File: src/imvm_ram.sv
// Generic single-clock RAM with one write port and one registered read port.
// It depends on no package.
module imvm_ram #(
    parameter int WIDTH  = 8,
    parameter int DEPTH  = 16,
    parameter int ADDR_W = (DEPTH > 1) ? $clog2(DEPTH) : 1
) (
    input  logic              i_clk,
    input  logic              i_we,
    input  logic [ADDR_W-1:0] i_waddr,
    input  logic [WIDTH-1:0]  i_wdata,
    input  logic [ADDR_W-1:0] i_raddr,
    output logic [WIDTH-1:0]  o_rdata
);

    logic [WIDTH-1:0] r_mem [DEPTH];
    logic [WIDTH-1:0] r_rdata;

    always_ff @(posedge i_clk) begin
        if (i_we) begin
            r_mem[i_waddr] <= i_wdata;
        end
        r_rdata <= r_mem[i_raddr];
    end

    assign o_rdata = r_rdata;

endmodule

File: config.mk
export PLATFORM = sky130hd
export DESIGN_NAME = imvm_ram
export DESIGN_NICKNAME = d
export VERILOG_FILES = /design/src/imvm_ram.sv
export SDC_FILE = /design/constraint.sdc
export NUM_CORES = 1
export LEC_CHECK = 0
export ABC_CLOCK_PERIOD_IN_PS = 2300
export BUFFER_PORTS_ARGS = -buffer_cell sky130_fd_sc_hd__buf_2
export CAP_MARGIN = 20
export CORE_UTILIZATION = 28
export CTS_BUF_LIST = sky130_fd_sc_hd__clkbuf_4
export DETAILED_ROUTE_END_ITERATION = 12
export PLACE_DENSITY = 0.5
export SLEW_MARGIN = 20
export SYNTH_ARGS = -nofsm -noshare
export SYNTH_HDL_FRONTEND = slang
export SYNTH_SLANG_ARGS = --single-unit
File: constraint.sdc
create_clock -name i_clk -period 2.3 [get_ports i_clk]
set_input_delay 0.23 -clock i_clk [delete_from_list [all_inputs] [get_ports i_clk]]
set_output_delay 0.23 -clock i_clk [all_outputs]
set_load 0.1 [all_outputs]
# Yosys cells after proc, flatten, opt, wreduce, memory -nomap -nowiden
# Memory sizes are Yosys's and may differ from the RTL's. A register that Yosys moved wholly into a read port is not among the register bits.
# Index checks and enable logic that the tools add are counted.
# totals
ff_bits	0
ramBits	128
input_bits	18
wordCells	3
n_memories	1
# classes
muxes	2
# mem_list
name	depth	width	read_ports	rd_ports_with_merged_regs	wr	line	text
r_mem	16	8	1	1	1	16	logic [WIDTH-1:0] r_mem [DEPTH];
# op_table
cell	n
1-bit 2-to-1 mux	2

# Longest topological paths before layout
# logic_depth
ltp_word	2
depth_mapped	5
depth_no_buf	3

# Worst setup path before layout
# No wires, ideal clock.
# synth_path
kind	input to register
from	input i_waddr[2]
to	memory r_mem[0][0], enable pin
arrival_time_ns	1.340
required_ns	1.917
path_slack_ns	0.577
cell_stages	2
path_buffers	0
cell_sequence	or3b_2 -> nor3_1
# synth_rtl
element	line	text
from (decl)	10	input logic [ADDR_W-1:0] i_waddr,
to (decl)	16	
# Straight into the memory's write port.

# Worst setup path after layout
# layout_path
from	register r_rdata[0], in the netlist o_rdata[0], read port of r_mem
to	output o_rdata[0]
# layout_rtl
element	line	text
from (decl)	17	logic [WIDTH-1:0] r_rdata;
to (decl)	13	output logic [WIDTH-1:0] o_rdata
# No word-level cell between the ends.

==> flow_summary.ini <==
[clocking]
postCtsHoldBufs = 0
cts_buffers = 17
cts_tree = built
path_clk_slew_ps = 110
cts_max_level = 4
post_cts_resized = 0
clk_latency_ps = 520
cts-root-buf = clkbuf_4
clockBufferDepth = 2
cts.sinks = 136
post-cts-setup-buffer-count = 0

[cells_and_area]
syn_to_final_growth_pct = 14.1
final.fill_count = 1729
antenna-diode-count = 0
final_cell_mix = edfxtp_1 (128), buf_2 (25), clkbuf_4 (24), mux4_2 (18), buf_4 (17)
final_common_cell = edfxtp_1
fin_area_sq_um = 5870
layout-drive-gt1-share_pct = 30.1
nets = 301
utilization_pct = 32.7
fin_cells = 525

[logic_synthesis]
synth-adder-area-share_pct = 0
synth_cell_types = 19
synth_compound_area_share_pct = 2.33
yosys-mux-area-fraction_pct = 15.0
syn_inst = 229
avgSynthCellArea_sq_um = 22.5
synth_top_area_share_pct = 74.7
synth_seq_cells = 136
syn_area_sq_um = 5150
synth_top_family_by_area = multiplexers
syn_nets = 247
ys_seq_area_share_pct = 77.8
synth_simple_gate_area_share_pct = 3.18
ys_warn_count = 0
synthXorXnorAreaFrac_pct = 0
synthTopCellsByArea = edfxtp_1 (75%), mux4_2 (7.9%), mux4_1 (7.1%)
post-synth-top-area-cell = edfxtp_1

[setup_path]
critPathTopFamily = buffers and inverters
worstSetupStartpointType = register
critPathBufInv = 1
worst_ep_required_time_ps = 2070
end_kind = output pin
slowest_stage = buf_2
cp_data_arrival_time_ps = 1380
slowest_delay_ps = 460
worstPathCellList = buf_2
cp_max_fo = 1
critPathKind = reg2out

[timing]
tightestPinTransition_ps = 703
maxSlewHeadroom_pct = 53.0
fin_crit_sh_pct = 70.1
max_freq_mhz = 620
fin_setup_tns_ps = 0
hold_violations = 0
slew_violations = 0
rsz0062_at_grt = no
setup-violations-final = 0
fin_crit_ps = 1610
worst_slack_ps = 687
fin_skew_ps = 11.4
hold_ws_ps = 95.3

[power_and_ir_drop]
switchingPower_mw = 1.04
ir_worst_vdd_mv = 0.339
total_power_mw = 4.41
p_per_area_nw_per_um2 = 751
pwr-share-seq_pct = 63.1
p_leak_nw = 1.94
p_int_mw = 3.37
p_sw_share_pct = 23.6
clockPowerShare_pct = 28.2
pwr-share-comb_pct = 8.7

[place]
post-place-ws_ps = 448
placedCellCount = 493
dp_hpwl_um = 6600
place_area_sq_um = 5660
io_buffers = 25
gp_congestion = 0.675

[drt]
drc = 0
firstDrtPassIters = 4
vias = 2393
vias_per_cell = 4.56
drt-total-wl_um = 10600
ant_nets = 0
drt_iter0_markers = 210
wl_per_cell_um = 20.3

[global_route]
grt.total_usage_pct = 12.7
grt_start_max_net_pins = 33
grt_pass1_vias = 2541
grt_pass1_wl_um = 16300
grt-ovfl-total = 0
antenna_found_initial = 0

[floorplanning]
rows = 49
coreArea_sq_um = 18000
die_width_um = 138
die_height_um = 138
dieArea_sq_um = 18900
io_pins = 26
initial_core_util_pct = 28.7

[hold_path]
hold_path.class = in2reg

[flow_run]
maxCapViolations = 0

[status]
status = finished, final reports clean
[routing by layer]
layer / routed length [um] / GRT usage [%]
met5: 0 / 0
met2: 5010 / 19.5
met3: 530 / 4.12
met1: 5040 / 17.2
met4: 63 / 3.85
[cell type report]
class / instances / area (sq um) / area share (%)
multi-input cells: 83 / 1060 / 18.0
flip-flops and latches: 136 / 4000 / 68.2
clock inverters: 8 / 31.3 / 0.533
repair buffers: 45 / 313 / 5.33
clock buffers: 24 / 180 / 3.07
well taps: 229 / 287 / 4.88
[logic make-up after synthesis]
family,count (synthesis)
AO/OA/AOI/OAI,16
buffers and inverters,10
flip-flops,136
multiplexers,32
AND/OR/NAND/NOR,35
[path summary, 6_finish.rpt]
check	start	slack (ps)	end	cells after the start
setup / recovery	o_rdata[0]	690	o_rdata[0]	1
hold / removal	i_wdata[7]	100	r_mem[4][7]	1
setup reg to reg	r_mem[1][5]	780	o_rdata[5]	3
hold reg to reg	r_mem[14][3]	680	o_rdata[3]	3
[cell usage after synthesis]
cell	instances
nand2_1	9
edfxtp_1	128
nand3b_1	2
and2b_1	1
nand3_1	1
and2_1	1
a22oi_1	16
buf_2	3
nand2b_1	2
mux4_2	18
buf_6	3
nor2b_1	1
clkdlybuf4s25_2	3
or3b_2	1
nor2_1	13
buf_4	1
dfxtp_1	8
nor3_1	4
mux4_1	14
[sequential cells by signal, indices dropped and copies added (netlist names)]
register / cells
o_rdata: 8
r_mem: 128
[power by group through the flow]
| stage | registers [mW] | logic (mW) | clock network, mW |
|---|---|---|---|
| floorplan | 2.95 | 0.141 | 0 |
| global placement | 2.84 | 0.384 | 0 |
| detailed placement | 2.84 | 0.390 | 0 |
| CTS | 2.78 | 0.390 | 1.29 |
| global route | 2.79 | 0.411 | 1.39 |
| finish | 2.78 | 0.383 | 1.24 |
Power figures use the tool's default switching activity.
