==> config.mk <==
export PLATFORM = sky130hd
export DESIGN_NAME = imvm_mac
export DESIGN_NICKNAME = d
export VERILOG_FILES = /design/src/imvm_pkg.sv /design/src/imvm_mac.sv
export SDC_FILE = /design/constraint.sdc
export NUM_CORES = 1
export LEC_CHECK = 0
export ABC_CLOCK_PERIOD_IN_PS = 8800
export BUFFER_PORTS_ARGS = -buffer_cell sky130_fd_sc_hd__buf_4
export CAP_MARGIN = 5
export CORE_ASPECT_RATIO = 1.25
export CORE_MARGIN = 2
export CORE_UTILIZATION = 60
export DETAILED_ROUTE_END_ITERATION = 8
export GPL_TIMING_DRIVEN = 0
export PLACE_DENSITY_LB_ADDON = 0.1
export SLEW_MARGIN = 20
export SYNTH_ARGS = -nofsm -noshare
export SYNTH_HDL_FRONTEND = slang
export SYNTH_SLANG_ARGS = --single-unit
==> constraint.sdc <==
create_clock -name vclk -period 8.8
set_clock_uncertainty 0.15 [all_clocks]
set_input_delay 1.76 -clock vclk [all_inputs]
set_output_delay 1.76 -clock vclk [all_outputs]
set_load 0.005 [all_outputs]
==> src/imvm_pkg.sv <==
// Shared types and constants for the int8 matrix-vector multiply-accumulate block.
// It depends on nothing else. The MAC unit and the top level import it; imvm_ram does not.
package imvm_pkg;

    localparam int MAX_FEATURES_DEF = 256;
    localparam int MAX_OUTPUTS_DEF  = 16;

    localparam int VALUE_W  = 8;
    localparam int SUM_W    = 24;
    localparam int COLUMN_W = 4;
    localparam int FC_W     = 9;
    localparam int OC_W     = 5;
    localparam int CFG_IDX_W  = 2;
    localparam int CFG_DATA_W = 9;

    localparam logic [FC_W-1:0] FC_RESET = 9'd256;
    localparam logic [OC_W-1:0] OC_RESET = 5'd16;

    localparam logic [CFG_IDX_W-1:0] CFG_FEATURE_COUNT = 2'd0;
    localparam logic [CFG_IDX_W-1:0] CFG_OUTPUT_COUNT  = 2'd1;

    localparam logic MODE_WEIGHT = 1'b0;
    localparam logic MODE_ACT    = 1'b1;

    typedef struct packed {
        logic                      mode;
        logic signed [VALUE_W-1:0] value;
    } t_in_item;

    typedef struct packed {
        logic signed [SUM_W-1:0] sum;
        logic [COLUMN_W-1:0]     column;
        logic                    last;
    } t_out_item;

endpackage

==> src/imvm_mac.sv <==
// Shared multiply-accumulate unit: one signed 8x8 product added to one accumulator.
// It depends on imvm_pkg for the value and sum widths.
module imvm_mac (
    input  logic signed [imvm_pkg::VALUE_W-1:0] i_act,
    input  logic signed [imvm_pkg::VALUE_W-1:0] i_weight,
    input  logic signed [imvm_pkg::SUM_W-1:0]   i_acc,
    input  logic                                i_acc_vld,
    output logic signed [imvm_pkg::SUM_W-1:0]   o_sum
);
    import imvm_pkg::*;

    logic signed [2*VALUE_W-1:0] w_prod;
    logic signed [SUM_W-1:0]     w_acc;

    always_comb begin
        w_prod = i_act * i_weight;
        // An accumulator that was never written since its last clear reads as zero.
        w_acc  = i_acc_vld ? i_acc : '0;
        o_sum  = w_acc + SUM_W'(w_prod);
    end

endmodule

### Yosys cells after proc, flatten, opt, wreduce, memory -nomap -nowiden

Cells that the tools add are included.

| operators by class | value |
|---|---|
| $mul | 1 |
| muxes and demuxes | 1 |
| add/subtract/negate cells | 1 |

Operators by type and width:

| operator | count |
|---|---|
| 24-bit by 16-bit adder with 24-bit output | 1 |
| 24-bit 2-to-1 mux | 1 |
| 8-bit by 8-bit multiplier with 16-bit output | 1 |

| word-level totals | value |
|---|---|
| word-level logic and storage cells | 3 |
| output and inout port bits | 24 |
| input port bits | 41 |
| register bits | 0 |

### Logic depth before layout (Yosys ltp)

| depth | value |
|---|---|
| depth in word-level cells | 2 |
| depth in mapped cells | 18 |
| gate-level depth less buffers | 17 |

### Worst setup path after synthesis

Ideal clock, no wire load.

| timing | value |
|---|---|
| path kind | input to output |
| start | input i_weight[0] (netlist bit) |
| end | output o_sum[22] (netlist bit) |
| arrival | 6,451 ps |
| path slack | 439 ps |
| cell stages on the path | 15 |
| path through | and2_1 -> inv_1 -> fa_1 -> inv_1 -> fa_1 -> fa_1 -> fa_1 -> fa_1 -> ha_1 -> a21o_1 -> a21oi_1 -> a21o_1 -> a31oi_2 -> a221oi_2 -> xnor2_1 |

| on the way | value |
|---|---|
| cells in the longest elaborated chain, start to end | 2 |

Ends and longest elaborated chain:

| what | line | RTL |
|---|---|---|
| from (decl) | imvm_mac.sv:5 | `input logic signed [imvm_pkg::VALUE_W-1:0] i_weight,` |
| 8-bit by 8-bit multiplier with 16-bit output | imvm_mac.sv:16 | `w_prod = i_act * i_weight;` |
| 24-bit by 16-bit adder with 24-bit output | imvm_mac.sv:19 | `o_sum = w_acc + SUM_W'(w_prod);` |
| to (decl) | imvm_mac.sv:8 | `output logic signed [imvm_pkg::SUM_W-1:0] o_sum` |

No other way between the ends.

### Final worst setup path

| timing | value |
|---|---|
| start | input i_weight[0] (netlist bit) |
| end | output o_sum[18] (netlist bit) |

The elaborated chain is that of the path after synthesis.

==> flow_summary.toml <==
[cells_and_area]
utilization = 0.704
drive_above_1_share = 0.160
final_cells = 590
fillerInstances = 602
seq_area_sq_um = 0
areaGrowthSynthToFinish_pct = 13.9
seq_cells = 0
fin_nets = 701
antennaDiodeCount = 0
clkbuf_count = 0

[placement]
port_buffers = 64
pre_cts_slack_ps = -75.6
globalplace.congestion = 0.805
placed_cells = 590
dp_hpwl_um = 8040

[critical_path]
crit_chain = "buf_4, and2_4, inv_1, fa_1, inv_1, fa_1, fa_1, fa_1, fa_1, ha_1, a21o_1, a21oi_1, a21o_1, a31oi_2, a41oi_1, xnor2_1, buf_4"
worst_setup_path_start_kind = "input pin"
slowest_delay_ps = 520
end_kind = "primary output"
worstPathRequired_ps = 6890
critPathMaxFanout = 17
critical_path.top_delay_family = "adder cells"
cp_data_arrival_time_ps = 6540
worstSetupPathType = "in2out"
cp_common_cell = "fa_1"
critPathBufInv = 4
crit_path_top_delay_cell = "fa_1"

[route]
first_pass_iters = 4
wl_per_cell_um = 15.3
vias = 3182
drt_iter0_drc = 87
ant_nets = 0
drc = 0
drt-vias-per-instance = 5.39
routed_wl_um = 9010

[global_route]
grt_max_degree = 18
grt_overflow = 0
grt_pass1_wl_um = 15000
grt_usage = 0.241
grt_antenna_before_repair = 0
grt_pass1_vias = 3332

[timing]
finalCriticalPeriod_ps = 8450
holdWs_ps = 3770
setup_slack_ps = 348
maxSlewHeadroom = 0.693
fmax_mhz = 118
setup_tns_ps = 0
final-setup-viol-count = 0
drv_slew = 0
worst_pin_slew_ps = 460
hold_viol = 0
rsz0062_at_grt = "false"
fin_crit_sh = 0.960

[min_path]
hold_depth = 4
hp-start = "i_acc[0]"
min_to = "o_sum[0]"
hold_class = "in2out"

[die]
core_area_sq_mm = 0.00698
io_pins = 65
die_y_um = 98.8
rows = 34
dieArea_sq_mm = 0.00788
fp.dieW_um = 79.8
initial_core_util = 0.618

[logic_synthesis]
synth_cell_types = 37
yosys_warnings = 0
synth_nets = 635
synthesis.area_sq_mm = 0.00431
synthCells = 436
ys_seq_area_frac = 0
avgSynthCellArea_sq_um = 9.89

[run]
cap_violations = 0

[power]
leakagePower_nw = 2.56
vdd_drop_max_uv = 617
pwr_density_cell_mw_per_mm2 = 459

[clocking]
postCtsSetupBuffers = 0
cts_hold_buffers = 0

[status]
status = "finished clean"
cell usage after synthesis (all sizes together):
cell | count | area [sq um]
nand2b | 1 | 6.26
a311oi | 1 | 15.0
o21ai | 9 | 52.6
fa | 104 | 2080
ha | 54 | 676
a31oi | 4 | 46.3
clkinv | 1 | 3.75
a221oi | 4 | 53.8
xnor2 | 19 | 166
nor2 | 15 | 56.3
o21a | 4 | 30.0
o21bai | 5 | 41.3
mux2i | 2 | 20.0
nor2b | 2 | 12.5
buf | 1 | 11.3
clkbuf | 4 | 15.0
a41oi | 1 | 8.76
nand3 | 3 | 15.0
nand4 | 2 | 12.5
nor3 | 4 | 20.0
a211oi | 4 | 30.0
nand2 | 39 | 146
inv | 81 | 304
or2 | 1 | 6.26
and2 | 49 | 307
and4 | 1 | 8.76
a21o | 7 | 52.6
a2111oi | 1 | 27.5
a21oi | 9 | 48.8
xor2 | 4 | 35.0
stage by stage:
step,total power (W),cell area (sq um)
floorplan,0.00149,4310
finish,0.00225,4910
CTS,0.00228,4910
global placement,0.00220,4900
global route,0.00250,4910
detailed placement,0.00225,4900
power by group:
part,internal (W),total (W),switching (W)
sequential,0,0,0
clock,0,0,0
combinational,0.00113,0.00225,0.00112
total,0.00113,0.00225,0.00112
cell type report:
cell class	instances	area, sq um	share of cell area
timing repair buffer	64	480	0.0979
tap	90	113	0.0229
buffer	5	27.5	0.00561
inverter	82	308	0.0627
multi-input combinational	349	3980	0.811
layer usage:
layer	up-vias	global-route usage	part of all wire
met5	-	0	0
met4	0	0.0209	0.0060
met3	6	0.00458	0.023
met2	53	0.500	0.61
met1	1627	0.278	0.37
li1	1496	-	-
worst max path at each step:
stage / from / end / slack, ps / depth (start not counted)
finish: i_weight[0] / o_sum[18] / 350 / 17
global route: i_act[7] / o_sum[21] / 70 / 17
CTS: i_weight[0] / o_sum[18] / 120 / 17
detailed placement: i_weight[1] / o_sum[17] / -80 / 15
global placement: i_weight[0] / o_sum[22] / -230 / 17
floorplan: i_weight[0] / o_sum[22] / 440 / 15
logic make-up after synthesis:
logic type	count (synthesis)	share of synthesized area
XOR/XNOR	23	0.0467
AO/OA/AOI/OAI	49	0.0943
adder cells (fa/ha/maj)	158	0.640
multiplexers	2	0.00464
buffers and inverters	87	0.0775
AND/OR/NAND/NOR	117	0.137
placed cells by master, fill, tap and decap left out, types with 3 or more instances in the layout:
cell and instances:
a221oi_2 3, buf_4 64, o21bai_1 4, ha_1 54
inv_1 81, xor2_1 4, clkbuf_1 3, nor3_1 4
a21oi_1 8, a211oi_1 4, o21a_1 4, a21o_1 7
fa_1 104, o21ai_1 5, nor2_1 15, nand2_1 39
xnor2_1 19, and2_1 47, nand3_1 3
what timing repair did:
action	4_1_cts	5_1_grt
setup endpoints to repair	5	8
pin swaps	0	0
resized for setup	1	4
Power figures use the tool's default switching activity.
